<file path="src/design/postfix_predicate_evaluator_macros.svh">
// Assertion macros shared by the postfix predicate evaluator RTL
`ifndef POSTFIX_PREDICATE_EVALUATOR_MACROS_SVH
`define POSTFIX_PREDICATE_EVALUATOR_MACROS_SVH

`ifndef ASSERT_OFF

// Same-cycle implication, sampled on the rising clock, off during reset
`define PPE_ASSERT_IMP(lbl, clk, rst_n, ante, cons) \
    lbl: assert property (@(posedge clk) disable iff (!rst_n) (ante) |-> (cons)) \
        else $error("%m: same-cycle check failed");

// Next-cycle implication, sampled on the rising clock, off during reset
`define PPE_ASSERT_NXT(lbl, clk, rst_n, ante, cons) \
    lbl: assert property (@(posedge clk) disable iff (!rst_n) (ante) |=> (cons)) \
        else $error("%m: next-cycle check failed");

`else

`define PPE_ASSERT_IMP(lbl, clk, rst_n, ante, cons)
`define PPE_ASSERT_NXT(lbl, clk, rst_n, ante, cons)

`endif

`endif

</file>
<file path="src/design/ppe_pkg.sv">
// Types, codes and sizes of the postfix predicate evaluator
package ppe_pkg;

    localparam int STACK_DEPTH = 16;
    localparam int DATA_W      = 32;
    localparam int DEPTH_W     = $clog2(STACK_DEPTH + 1);
    localparam int ADDR_W      = $clog2(STACK_DEPTH);
    localparam int CNT_W       = $clog2(DATA_W);

    typedef enum logic [1:0] {
        KIND_OPERAND = 2'd0,
        KIND_NEGATE  = 2'd1,
        KIND_BINARY  = 2'd2,
        KIND_IGNORE  = 2'd3
    } t_kind;

    typedef enum logic [2:0] {
        OP_AND  = 3'd0,
        OP_OR   = 3'd1,
        OP_GT   = 3'd2,
        OP_LT   = 3'd3,
        OP_MOD  = 3'd4
    } t_op;

    typedef enum logic [2:0] {
        ERR_OK       = 3'd0,
        ERR_UNDER    = 3'd1,
        ERR_OVER     = 3'd2,
        ERR_DIVZERO  = 3'd3,
        ERR_LEFTOVER = 3'd4
    } t_err;

    typedef enum logic [1:0] {
        ST_IDLE,
        ST_EXEC,
        ST_DIV,
        ST_WB
    } t_state;

    // Controller to datapath
    typedef struct packed {
        logic cap;      // latch token beat, read top two entries
        logic upd;      // commit stack update
        logic div_go;   // launch remainder unit
    } t_cmd;

    // Datapath to controller
    typedef struct packed {
        logic need_div; // modulo with two operands and nonzero divisor
        logic div_done;
        logic last;
    } t_stat;

endpackage

</file>
<file path="src/design/ppe_if.sv">
// Token and result channel interfaces
interface ppe_tok_if;
    import ppe_pkg::*;

    logic              valid;
    logic              ready;
    logic [1:0]        kind;
    logic [2:0]        operation;
    logic signed [DATA_W-1:0] value;
    logic              last;

    modport source (output valid, kind, operation, value, last, input ready);
    modport sink   (input valid, kind, operation, value, last, output ready);
endinterface

interface ppe_res_if;
    import ppe_pkg::*;

    logic              valid;
    logic              ready;
    logic signed [DATA_W-1:0] answer;
    logic [2:0]        error;

    modport source (output valid, answer, error, input ready);
    modport sink   (input valid, answer, error, output ready);
endinterface

</file>
<file path="src/design/postfix_predicate_evaluator.sv">
// Top level of the postfix predicate evaluator
//
//  channel  dir  handshake      payload
//  i_tok    in   valid/ready    kind[1:0], operation[2:0], value[31:0] signed, last
//  o_res    out  valid/ready    answer[31:0] signed, error[2:0]
//
// A token is accepted and its top two stack entries are read in ST_IDLE; the stack
// is updated in ST_EXEC. A modulo with a nonzero divisor launches the remainder unit
// (one bit per cycle, 32 steps) from ST_EXEC, waits in ST_DIV and updates in ST_WB.
// Reset clears the stack depth, the error code and the result valid; no clearing pass.
// The result sits in an output register; a last token stalls only while the
// previous result has not been taken.
`include "postfix_predicate_evaluator_macros.svh"

module postfix_predicate_evaluator (
    input  logic      i_clk,
    input  logic      i_rst_n,
    ppe_tok_if.sink   i_tok,
    ppe_res_if.source o_res
);
    import ppe_pkg::*;

    t_cmd  cmd;
    t_stat stat;
    logic  w_res_held;

    ppe_ctrl u_ctrl (
        .i_clk       (i_clk),
        .i_rst_n     (i_rst_n),
        .i_in_valid  (i_tok.valid),
        .o_in_ready  (i_tok.ready),
        .i_out_ready (o_res.ready),
        .o_out_valid (o_res.valid),
        .i_stat      (stat),
        .o_cmd       (cmd)
    );

    ppe_dpath u_dpath (
        .i_clk       (i_clk),
        .i_rst_n     (i_rst_n),
        .i_cmd       (cmd),
        .i_kind      (i_tok.kind),
        .i_operation (i_tok.operation),
        .i_value     (i_tok.value),
        .i_last      (i_tok.last),
        .o_stat      (stat),
        .o_answer    (o_res.answer),
        .o_error     (o_res.error)
    );

    // Result beat offered but not taken this cycle
    assign w_res_held = o_res.valid && !o_res.ready;

    // Never overwrite a result that is still waiting
    `PPE_ASSERT_IMP(a_no_result_overwrite, i_clk, i_rst_n, cmd.upd && stat.last, !w_res_held)
    // One token in flight: no accept right after an accept
    `PPE_ASSERT_NXT(a_one_token, i_clk, i_rst_n, i_tok.valid && i_tok.ready, !i_tok.ready)
    // A launched modulo does not commit before the remainder is ready
    `PPE_ASSERT_NXT(a_div_holds_commit, i_clk, i_rst_n, cmd.div_go, !cmd.upd)

endmodule

</file>
<file path="src/design/ppe_div.sv">
// Iterative restoring remainder unit, one quotient bit per cycle
module ppe_div (
    input  logic                          i_clk,
    input  logic                          i_rst_n,
    input  logic                          i_start,
    input  logic signed [ppe_pkg::DATA_W-1:0] i_dividend,
    input  logic signed [ppe_pkg::DATA_W-1:0] i_divisor,
    output logic                          o_done,
    output logic signed [ppe_pkg::DATA_W-1:0] o_rem
);
    import ppe_pkg::*;

    logic              r_busy;
    logic              r_done;
    logic [CNT_W-1:0]  r_cnt;
    logic [DATA_W-1:0] r_dvd;
    logic [DATA_W-1:0] r_dsr;
    logic [DATA_W-1:0] r_rem;
    logic              r_neg;
    logic [DATA_W:0]   w_shift;
    logic [DATA_W:0]   w_diff;
    logic [DATA_W-1:0] n_rem;

    // Shift in the next dividend bit, subtract when it fits
    always_comb begin
        w_shift = {r_rem, r_dvd[DATA_W-1]};
        w_diff  = w_shift - {1'b0, r_dsr};
        if (w_shift >= {1'b0, r_dsr}) begin
            n_rem = w_diff[DATA_W-1:0];
        end else begin
            n_rem = w_shift[DATA_W-1:0];
        end
    end

    // Control: busy flag, step counter, done pulse
    always_ff @(posedge i_clk) begin
        if (!i_rst_n) begin
            r_busy <= 1'b0;
            r_done <= 1'b0;
            r_cnt  <= '0;
        end else begin
            r_done <= 1'b0;
            if (i_start) begin
                r_busy <= 1'b1;
                r_cnt  <= CNT_W'(DATA_W - 1);
            end else if (r_busy) begin
                if (r_cnt == '0) begin
                    r_busy <= 1'b0;
                    r_done <= 1'b1;
                end else begin
                    r_cnt <= r_cnt - CNT_W'(1);
                end
            end
        end
    end

    // Operand magnitudes and running remainder
    always_ff @(posedge i_clk) begin
        if (i_start) begin
            r_dvd <= i_dividend[DATA_W-1] ? DATA_W'(-i_dividend) : DATA_W'(i_dividend);
            r_dsr <= i_divisor[DATA_W-1]  ? DATA_W'(-i_divisor)  : DATA_W'(i_divisor);
            r_neg <= i_dividend[DATA_W-1];
            r_rem <= '0;
        end else if (r_busy) begin
            r_rem <= n_rem;
            r_dvd <= {r_dvd[DATA_W-2:0], 1'b0};
        end
    end

    // Remainder takes the sign of the dividend
    assign o_rem  = r_neg ? $signed(-r_rem) : $signed(r_rem);
    assign o_done = r_done;

endmodule

</file>
<file path="src/design/ppe_dpath.sv">
// Datapath: value stack memory, depth and error registers, operator logic
module ppe_dpath (
    input  logic                          i_clk,
    input  logic                          i_rst_n,
    input  ppe_pkg::t_cmd                 i_cmd,
    input  logic [1:0]                    i_kind,
    input  logic [2:0]                    i_operation,
    input  logic signed [ppe_pkg::DATA_W-1:0] i_value,
    input  logic                          i_last,
    output ppe_pkg::t_stat                o_stat,
    output logic signed [ppe_pkg::DATA_W-1:0] o_answer,
    output logic [2:0]                    o_error
);
    import ppe_pkg::*;

    logic signed [DATA_W-1:0] r_stack [STACK_DEPTH];

    t_kind                    r_kind;
    logic [2:0]               r_op;
    logic signed [DATA_W-1:0] r_value;
    logic                     r_last;
    logic [DEPTH_W-1:0]       r_depth;
    t_err                     r_err;
    logic signed [DATA_W-1:0] r_rd_top;
    logic signed [DATA_W-1:0] r_rd_nos;
    logic signed [DATA_W-1:0] r_answer;
    logic [2:0]               r_error;

    logic [DEPTH_W-1:0]       n_depth;
    t_err                     n_err;
    logic                     w_ge1;
    logic                     w_ge2;
    logic                     w_full;
    logic                     w_we;
    logic [ADDR_W-1:0]        w_waddr;
    logic signed [DATA_W-1:0] w_wdata;
    logic signed [DATA_W-1:0] w_alu;
    logic                     w_flag;
    t_err                     w_flag_code;
    logic signed [DATA_W-1:0] w_answer;
    t_err                     w_error;
    logic                     w_div_done;
    logic signed [DATA_W-1:0] w_div_rem;
    logic [ADDR_W-1:0]        w_rd_a;
    logic [ADDR_W-1:0]        w_rd_b;

    ppe_div u_div (
        .i_clk      (i_clk),
        .i_rst_n    (i_rst_n),
        .i_start    (i_cmd.div_go),
        .i_dividend (r_rd_nos),
        .i_divisor  (r_rd_top),
        .o_done     (w_div_done),
        .o_rem      (w_div_rem)
    );

    assign w_ge1  = (r_depth != '0);
    assign w_ge2  = (r_depth >= DEPTH_W'(2));
    assign w_full = (r_depth == DEPTH_W'(STACK_DEPTH));
    assign w_rd_a = ADDR_W'(r_depth - DEPTH_W'(1));
    assign w_rd_b = ADDR_W'(r_depth - DEPTH_W'(2));

    // Binary operator on next-of-top (left) and top (right)
    always_comb begin
        case (r_op)
            OP_AND:  w_alu = DATA_W'((r_rd_nos != '0) && (r_rd_top != '0));
            OP_OR:   w_alu = DATA_W'((r_rd_nos != '0) || (r_rd_top != '0));
            OP_GT:   w_alu = DATA_W'(r_rd_nos > r_rd_top);
            OP_LT:   w_alu = DATA_W'(r_rd_nos < r_rd_top);
            OP_MOD:  w_alu = (r_rd_top == '0) ? '0 : w_div_rem;
            default: w_alu = '0;
        endcase
    end

    // Stack update for the held token
    always_comb begin
        n_depth     = r_depth;
        w_we        = 1'b0;
        w_waddr     = r_depth[ADDR_W-1:0];
        w_wdata     = r_value;
        w_flag      = 1'b0;
        w_flag_code = ERR_OK;
        case (r_kind)
            KIND_OPERAND: begin
                if (w_full) begin
                    w_flag      = 1'b1;
                    w_flag_code = ERR_OVER;
                end else begin
                    w_we    = 1'b1;
                    n_depth = r_depth + DEPTH_W'(1);
                end
            end
            KIND_NEGATE: begin
                if (!w_ge1) begin
                    w_flag      = 1'b1;
                    w_flag_code = ERR_UNDER;
                end else begin
                    w_we    = 1'b1;
                    w_waddr = w_rd_a;
                    w_wdata = DATA_W'(r_rd_top == '0);
                end
            end
            KIND_BINARY: begin
                if (!w_ge2) begin
                    w_flag      = 1'b1;
                    w_flag_code = ERR_UNDER;
                end else begin
                    w_we    = 1'b1;
                    w_waddr = w_rd_b;
                    w_wdata = w_alu;
                    n_depth = r_depth - DEPTH_W'(1);
                    if (r_op == OP_MOD && r_rd_top == '0) begin
                        w_flag      = 1'b1;
                        w_flag_code = ERR_DIVZERO;
                    end
                end
            end
            default: begin
            end
        endcase
    end

    // Keep the first error of the expression
    always_comb begin
        n_err = r_err;
        if (r_err == ERR_OK && w_flag) begin
            n_err = w_flag_code;
        end
    end

    // Final beat contents: top after update and closing error check
    always_comb begin
        if (n_depth == '0) begin
            w_answer = '0;
        end else if (w_we) begin
            w_answer = w_wdata;
        end else begin
            w_answer = r_rd_top;
        end
        if (n_err == ERR_OK && n_depth != DEPTH_W'(1)) begin
            w_error = ERR_LEFTOVER;
        end else begin
            w_error = n_err;
        end
    end

    // Stack memory: one write port, two registered read ports
    always_ff @(posedge i_clk) begin
        if (i_cmd.upd && w_we) begin
            r_stack[w_waddr] <= w_wdata;
        end
        if (i_cmd.cap) begin
            r_rd_top <= r_stack[w_rd_a];
            r_rd_nos <= r_stack[w_rd_b];
        end
    end

    // Hold the accepted token beat
    always_ff @(posedge i_clk) begin
        if (i_cmd.cap) begin
            r_kind  <= t_kind'(i_kind);
            r_op    <= i_operation;
            r_value <= i_value;
            r_last  <= i_last;
        end
    end

    // Depth and sticky error; restart after the last token
    always_ff @(posedge i_clk) begin
        if (!i_rst_n) begin
            r_depth <= '0;
            r_err   <= ERR_OK;
        end else if (i_cmd.upd) begin
            if (r_last) begin
                r_depth <= '0;
                r_err   <= ERR_OK;
            end else begin
                r_depth <= n_depth;
                r_err   <= n_err;
            end
        end
    end

    // Result register
    always_ff @(posedge i_clk) begin
        if (i_cmd.upd && r_last) begin
            r_answer <= w_answer;
            r_error  <= w_error;
        end
    end

    assign o_stat.need_div = (r_kind == KIND_BINARY) && (r_op == OP_MOD) && w_ge2 &&
                             (r_rd_top != '0);
    assign o_stat.div_done = w_div_done;
    assign o_stat.last     = r_last;
    assign o_answer        = r_answer;
    assign o_error         = r_error;

endmodule

</file>
<file path="src/design/ppe_ctrl.sv">
// Controller: token sequencing, divider launch and result valid
module ppe_ctrl (
    input  logic           i_clk,
    input  logic           i_rst_n,
    input  logic           i_in_valid,
    output logic           o_in_ready,
    input  logic           i_out_ready,
    output logic           o_out_valid,
    input  ppe_pkg::t_stat i_stat,
    output ppe_pkg::t_cmd  o_cmd
);
    import ppe_pkg::*;

    t_state r_state;
    t_state n_state;
    logic   r_out_vld;
    logic   w_stall;

    // A last token waits while the previous result is still unclaimed
    assign w_stall = i_stat.last && r_out_vld && !i_out_ready;

    // Next state
    always_comb begin
        n_state = r_state;
        case (r_state)
            ST_IDLE: begin
                if (i_in_valid) begin
                    n_state = ST_EXEC;
                end
            end
            ST_EXEC: begin
                if (i_stat.need_div) begin
                    n_state = ST_DIV;
                end else if (!w_stall) begin
                    n_state = ST_IDLE;
                end
            end
            ST_DIV: begin
                if (i_stat.div_done) begin
                    n_state = ST_WB;
                end
            end
            ST_WB: begin
                if (!w_stall) begin
                    n_state = ST_IDLE;
                end
            end
            default: n_state = ST_IDLE;
        endcase
    end

    // Commands
    always_comb begin
        o_in_ready   = 1'b0;
        o_cmd.cap    = 1'b0;
        o_cmd.upd    = 1'b0;
        o_cmd.div_go = 1'b0;
        case (r_state)
            ST_IDLE: begin
                o_in_ready = 1'b1;
                o_cmd.cap  = i_in_valid;
            end
            ST_EXEC: begin
                o_cmd.div_go = i_stat.need_div;
                o_cmd.upd    = !i_stat.need_div && !w_stall;
            end
            ST_WB: begin
                o_cmd.upd = !w_stall;
            end
            default: begin
            end
        endcase
    end

    // State register and result valid
    always_ff @(posedge i_clk) begin
        if (!i_rst_n) begin
            r_state   <= ST_IDLE;
            r_out_vld <= 1'b0;
        end else begin
            r_state <= n_state;
            if (o_cmd.upd && i_stat.last) begin
                r_out_vld <= 1'b1;
            end else if (i_out_ready) begin
                r_out_vld <= 1'b0;
            end
        end
    end

    assign o_out_valid = r_out_vld;

endmodule
</file>
<file path="src/flat_wrapper.sv">
// flat-port wrapper written by rule: the top's interface ports become plain ports
module postfix_predicate_evaluator_flat import ppe_pkg::*;
  (i_clk, i_rst_n, i_tok_valid, i_tok_kind, i_tok_operation, i_tok_value, i_tok_last, i_tok_ready, o_res_valid, o_res_answer, o_res_error, o_res_ready);
  ppe_tok_if i_tok_i ();
  ppe_res_if o_res_i ();
  input  logic i_clk;
  input  logic i_rst_n;
  input wire logic [$bits(i_tok_i.valid)-1:0] i_tok_valid;
  input wire logic [$bits(i_tok_i.kind)-1:0] i_tok_kind;
  input wire logic [$bits(i_tok_i.operation)-1:0] i_tok_operation;
  input wire logic [$bits(i_tok_i.value)-1:0] i_tok_value;
  input wire logic [$bits(i_tok_i.last)-1:0] i_tok_last;
  output wire logic [$bits(i_tok_i.ready)-1:0] i_tok_ready;
  output wire logic [$bits(o_res_i.valid)-1:0] o_res_valid;
  output wire logic [$bits(o_res_i.answer)-1:0] o_res_answer;
  output wire logic [$bits(o_res_i.error)-1:0] o_res_error;
  input wire logic [$bits(o_res_i.ready)-1:0] o_res_ready;
  assign i_tok_i.valid = i_tok_valid;
  assign i_tok_i.kind = i_tok_kind;
  assign i_tok_i.operation = i_tok_operation;
  assign i_tok_i.value = i_tok_value;
  assign i_tok_i.last = i_tok_last;
  assign i_tok_ready = i_tok_i.ready;
  assign o_res_valid = o_res_i.valid;
  assign o_res_answer = o_res_i.answer;
  assign o_res_error = o_res_i.error;
  assign o_res_i.ready = o_res_ready;
  postfix_predicate_evaluator u_core (.i_clk(i_clk), .i_rst_n(i_rst_n), .i_tok(i_tok_i), .o_res(o_res_i));
endmodule
</file>
<file path="config.mk">
export PLATFORM = sky130hd
export DESIGN_NAME = postfix_predicate_evaluator_flat
export DESIGN_NICKNAME = d
export VERILOG_FILES = /design/src/design/ppe_pkg.sv /design/src/design/ppe_if.sv /design/src/design/postfix_predicate_evaluator.sv /design/src/design/ppe_div.sv /design/src/design/ppe_dpath.sv /design/src/design/ppe_ctrl.sv /design/src/flat_wrapper.sv
export VERILOG_INCLUDE_DIRS = /design/src /design/src/design
export SDC_FILE = /design/constraint.sdc
export NUM_CORES = 1
export LEC_CHECK = 0
export BUFFER_PORTS_ARGS = -buffer_cell sky130_fd_sc_hd__buf_2
export CORE_MARGIN = 2
export CORE_UTILIZATION = 50
export CTS_CLUSTER_DIAMETER = 120
export DETAILED_ROUTE_END_ITERATION = 10
export PLACE_DENSITY = 0.68
export SYNTH_ARGS = -nofsm -noshare
export SYNTH_HDL_FRONTEND = slang
export SYNTH_SLANG_ARGS = --single-unit
</file>
<file path="constraint.sdc">
create_clock -name i_clk -period 4.4 [get_ports i_clk]
set_input_delay 0.44 -clock i_clk [delete_from_list [all_inputs] [get_ports i_clk]]
set_output_delay 0.44 -clock i_clk [all_outputs]
set_load 0.01 [all_outputs]
</file>
# ---- Word level (Yosys, flattened, before mapping)
# Memory sizes are Yosys's and may differ from the RTL's. A register that Yosys moved wholly into a read port is not among the register bits.
# Cells that the tools add are included.
dict set report word_totals {
  ram_bits 512
  input_bits 42
  reg_bits 188
  n_memories 1
}
# memory depth width read_ports rd_ports_with_merged_regs write_ports line
set mem_list {}
lappend mem_list {u_core.u_dpath.r_stack 16 32 2 2 1 ppe_dpath.sv:16} ;# logic signed [DATA_W-1:0] r_stack [STACK_DEPTH];
dict set report op_classes {
  mux 55
  reduce_logical 32
  addsub 8
  eq_ne 14
  order_cmp 4
  bitwise_logic 2
}
# operator n
set op_table {}
lappend op_table {{2-to-1 mux 32 bit} 9}
lappend op_table {{case mux 32 bit (5 select lines)} 1}
lappend op_table {{negation 32 bit} 3}
lappend op_table {{case mux 32 bit (2 select lines)} 1}
lappend op_table {{nonzero test 32 bit} 2}
lappend op_table {{greater-or-equal comparator 33 x 32 -> 1 bit} 1}
lappend op_table {{greater-than comparator 32 bit} 1}
lappend op_table {{zero test 32 bit} 1}
lappend op_table {{< comparator 32 bit} 1}
lappend op_table {{subtractor 32 bit} 1}
lappend op_table {{2-to-1 mux 31 bit} 1}
lappend op_table {{2-to-1 mux 5 bit} 6}
lappend op_table {{2-to-1 mux 1 bit} 19}
lappend op_table {{2-to-1 mux 2 bit} 7}
lappend op_table {{logical AND 1 bit} 12}
lappend op_table {{zero test 5 bit} 2}
lappend op_table {{case mux 5 bit (2 select lines)} 1}
lappend op_table {{subtractor 5 x 1 -> 5 bit, second input constant} 2}
lappend op_table {{zero test 3 bit} 3}
lappend op_table {{2-to-1 mux 4 bit} 2}
lappend op_table {{case mux 2 bit (4 select lines)} 1}
lappend op_table {{case mux 4 bit (2 select lines)} 1}
lappend op_table {{equality test 2 bit, second input constant} 3}
lappend op_table {{equality test 3 x 2 -> 1 bit, second input constant} 2}
lappend op_table {{22 further kinds} 32}

# ---- Depth between registers and ports, before layout
dict set report logic_depth {
  depth_word 10
  ltp_mapped 16
  depth_no_buf 13
}

# ---- Modules after synthesis
# Synthesis repeated with hierarchy kept, for this count alone.
dict set report unflattened {
  cells_unflattened 2372
  area_unflattened_um2 37689.9
}
# module cells_per_inst n_inst area_per_inst_um2
set modules_own_cells {}
lappend modules_own_cells {ppe_dpath 1492 1 29919.9}
lappend modules_own_cells {ppe_div 859 1 7572.3}
lappend modules_own_cells {ppe_ctrl 21 1 197.7}

# ---- Worst setup path after synthesis
# Ideal clock, no wire load.
dict set report synth_path {
  path_type {register -> register}
  startpoint {register u_core.u_dpath.r_rd_top[0] (read register of u_core.u_dpath.r_stack)}
  endpoint {memory u_core.u_dpath.r_stack[4][0], enable pin}
  slack_ns -0.339
  setup_ns 0.421
  path_buffers 1
  t_arrival_ns 4.318
  t_required_ns 3.979
  path_stages_with_launch 14
  cell_sequence {edfxtp_1 -> inv_1 -> ha_1 -> or3b_2 -> nor3_1 -> nand3_2 -> or3_1 -> or4_1 -> buf_2 -> nand2b_1 -> o21ai_1 -> nor3_1 -> nand2_1 -> nor2_1}
}
dict set report synth_via {
  elab_chain_len 8
}
# item line
set synth_rtl {}
lappend synth_rtl {{start, declared} ppe_dpath.sv:24} ;# logic signed [DATA_W-1:0] r_rd_top;
lappend synth_rtl {{nonzero test 32 bit} ppe_dpath.sv:193} ;# (r_rd_top != '0);
lappend synth_rtl {{logical AND 1 bit} ppe_dpath.sv:192} ;# assign o_stat.need_div = (r_kind == KIND_BINARY) && (r_op == OP_MOD) && w_ge2 &&
lappend synth_rtl {{zero test 1 bit} ppe_ctrl.sv:65} ;# o_cmd.upd = !i_stat.need_div && !w_stall;
lappend synth_rtl {{logical AND 1 bit} ppe_ctrl.sv:65}
lappend synth_rtl {{case mux 1 bit (2 select lines)} ppe_ctrl.sv:58} ;# case (r_state)
lappend synth_rtl {{logical AND 1 bit} ppe_dpath.sv:149} ;# if (i_cmd.upd && w_we) begin
lappend synth_rtl {{2-to-1 mux 1 bit} ppe_dpath.sv:149}
lappend synth_rtl {{2-to-1 mux 1 bit (not written as such)} ppe_dpath.sv:150} ;# r_stack[w_waddr] <= w_wdata;
lappend synth_rtl {{end, declared} ppe_dpath.sv:16}
# Every way passes these cells.

# ---- Worst setup path in the final report
dict set report layout_path {
  startpoint {register u_core.u_dpath.r_rd_top[14] (read register of u_core.u_dpath.r_stack)}
  endpoint {memory u_core.u_dpath.r_stack[10][14], enable pin}
}
# Same word-level chain as after synthesis.

==> summary.txt <==
Run status
  – Status: finished, final reports clean

Global route
  – Total grt overflow: 0
  – Largest net degree at the start of global routing: 101
  – Vias in the first global route: 22500
  – Initial antenna violation count: 3
  – First-pass GRT wire length: 145000 um
  – All-Layer GR Usage: 25.3%

Placement
  – IO buf count: 78
  – Gpl congestion: 1.03
  – Dpl hpwl: 68600 um

Synthesis
  – Post-synth EDFFs: 714
  – #FFs+latches synth: 764
  – Mapped cell area: 0.0372 sq mm
  – Syn Inst Count: 2326
  – Most common cell in the synthesized netlist: edfxtp_1
  – Fraction of registers with async set/reset: 0%
  – Part of the Yosys area used for sequential elements: 60.4%
  – Synth top area share: 57.7%
  – Top cells by count, synth: edfxtp_1, mux4_2, nand2_1, o21ai_0, a21oi_1
  – Commonest register cell after synthesis: edfxtp_1
  – Top cells by area, synth: edfxtp_1, mux4_2, dfxtp_1
  – Syn Area/Cell: 16.0 sq um
  – Post-synth cell types: 66
  – Synthesis warning total: 0
  – Syn nets: 2448
  – Area leader, netlist: edfxtp_1

Detailed routing
  – Via count: 22700
  – DRC violations left: 0
  – Initial DRC Count: 2758
  – Routed len/inst: 27.4 um
  – Final WL: 96800 um
  – 1st-pass router iterations: 5
  – Antenna Nets Post-Route: 0
  – Vias per inst: 6.42

Clock network
  – Post-CTS setup buffer count: 0
  – Inserted Clock Buffers: 79
  – Clock buffer depth: 3
  – Clk root buf: clkbuf_16
  – H-tree Lvls: 3
  – Clock Latency Late Sink: 640 ps
  – Sink Count: 764
  – CTS tree: yes
  – Clock transition at path regs: 60 ps

STA
  – Fin. Hold Viols: 0
  – Fin crit period: 4200 ps
  – Max Fclk: 238 MHz
  – Setup Skew: 18.9 ps
  – Fin crit share: 95.4%
  – RSZ-0062 raised after global routing: false
  – Hold_ws: 142 ps
  – Final Max Tran Viols: 0
  – Slew HR: 14.7%
  – Final setup vio count: 0
  – Worst-margin pin slew: 1280 ps

Cells and area
  – Area growth, synth to finish: 14.4%
  – Final nets: 2632
  – Register area: 0.0224 sq mm
  – Layout cells sized above 1: 26.1%
  – Ant diodes: 0
  – Area of the multi-input gates: 0.0141 sq mm
  – Fillers: 5410
  – Final design utilization: 58.1%

Die
  – Die span in y: 277 um
  – # IOs: 79
  – Initial Util: 50.7%
  – Area of the die: 0.0765 sq mm
  – Die Wd: 277 um
  – FP Rows: 99
  – Core Region: 0.0732 sq mm

Power and ir drop
  – Leak Pwr: 14.2 nW
  – PwrDens: 389 mW/mm^2
  – Maximum VDD drop: 0.000277 V

Worst setup path
  – Kind of critical path: reg -> reg
  – CP endpoint kind: register
  – CP startpoint kind: register
  – Critical Path RT: 4700 ps
  – Worst EP arrival: 4500 ps
  – Peak fanout along the critical path: 21

Worst hold path
  – HP Class: in -> reg

Flow run
  – Count of max-cap constraint violations: 0
-- power breakdown --
part | switching, W | internal [W]
clock | 0.00286 | 0.00376
combinational | 0.000944 | 0.000606
sequential | 0.000184 | 0.00817
total | 0.00399 | 0.0125
-- placed cells by master, fill, tap and decap left out, types with 18 or more instances in the layout --
cell | netlist | final
mux2i_1 | 28 | 28
nor3_1 | 19 | 18
nand2_1 | 187 | 187
buf_2 | 7 | 78
dlygate4sd3_1 | 0 | 38
o31ai_1 | 28 | 27
clkinv_1 | 0 | 21
mux4_2 | 320 | 320
buf_12 | 0 | 18
ha_1 | 79 | 77
dfxtp_1 | 50 | 48
inv_1 | 91 | 91
nand3_1 | 20 | 20
a21oi_1 | 96 | 95
nor2_1 | 77 | 61
buf_4 | 0 | 93
clkbuf_16 | 0 | 79
a21o_1 | 24 | 24
edfxtp_1 | 714 | 714
xnor2_1 | 60 | 59
xor2_1 | 64 | 62
o21ai_0 | 141 | 136
-- critical path: stages (launching register included) --
cell and delay [ps]:
edfxtp_1 490, or4_1 620, nor4_2 420, nand3_2 140
or3_1 350, or4_1 480, nand2b_1 140, o21a_1 140
and3_1 260, nand2_1 290, nor2_4 180, buf_4 330
-- cell families (layout without fill, tap and decap cells) --
family                   Yosys count  in the layout  synth area share, %
buffers and inverters            215            464                 2.20
AND/OR/NAND/NOR                  396            396                 4.96
multiplexers                     353            353                 20.3
XOR/XNOR                         124            124                 2.92
flip-flops                       764            764                 60.4
adder cells (fa/ha/maj)           81             81                 2.74
AO/OA/AOI/OAI                    393            393                 6.47
-- state kept, by name (all words and copies together) (netlist names) --
register and count:
u_core.u_dpath.u_div.r_busy 1, u_core.u_dpath.r_err 3, u_core.u_dpath.r_rd_top 32, u_core.u_dpath.u_div.o_done 1, u_core.u_dpath.u_div.r_dsr 32, u_core.u_dpath.r_kind 2
u_core.u_ctrl.o_out_valid 1, u_core.u_dpath.r_rd_nos 32, u_core.u_dpath.r_op 3, u_core.u_ctrl.r_state 2, u_core.u_dpath.u_div.r_cnt 5, u_core.u_dpath.o_error 3
u_core.u_dpath.o_answer 32, u_core.u_dpath.u_div.r_neg 1, u_core.u_dpath.r_value 32, u_core.u_dpath.r_stack 512, u_core.u_dpath.r_depth 5, u_core.u_dpath.u_div.r_rem 32
u_core.u_dpath.u_div.r_dvd 32, u_core.u_dpath.r_last 1
-- final timing paths --
| kind | start | end | slack (ps) | depth (start not counted) |
|---|---|---|---|---|
| max | u_core.u_dpath.r_rd_top[14] | u_core.u_dpath.r_stack[10][14] | 200 | 11 |
| max reg2reg | u_core.u_dpath.r_rd_top[14] | u_core.u_dpath.r_stack[10][14] | 200 | 11 |
| min reg2reg | u_core.u_dpath.r_rd_top[0] | u_core.u_dpath.u_div.r_dsr[0] | 530 | 0 |
| min | o_res_ready | u_core.u_ctrl.o_out_valid | 140 | 3 |
-- timing repair --
action,in CTS,in global routing
resized for setup,0,3
endpoints found under the hold margin,38,0
hold buffers,38,0
endpoints found under the setup margin,0,263
-- through the flow --
stage / cell area [sq um] / worst slack (ps) / std cells / TNS (ps) / total power [W]
6_report: 42500 / 202 / 3534 / 0 / 0.0165
5_1_grt: 42500 / 45.7 / 3534 / 0 / 0.0170
4_1_cts: 42500 / 167 / 3534 / 0 / 0.0166
3_5_place_dp: 39500 / 194 / 3350 / 0 / 0.00999
3_3_place_gp: 39500 / 332 / 3350 / 0 / 0.00995
2_1_floorplan: 37200 / -339 / 2326 / -129160 / 0.00941
-- routing by layer --
layer,part of all wire [%],track usage (%),vias to the layer above
met4,2.4,6.99,2
met2,46,39.0,1185
li1,-,-,9705
met5,0.0083,0,-
met1,42,37.7,11700
met3,9.7,4.20,131
-- layout make-up --
cell class | instances | share of cell area (%)
sequential | 764 | 52.8
multi-input combinational | 1347 | 33.2
clock buffer | 93 | 4.77
timing repair buffer | 227 | 4.30
tap | 959 | 2.82
clock inverter | 53 | 1.25
inverter | 91 | 0.804
No activity file was read; power rests on OpenSTA's default activity.
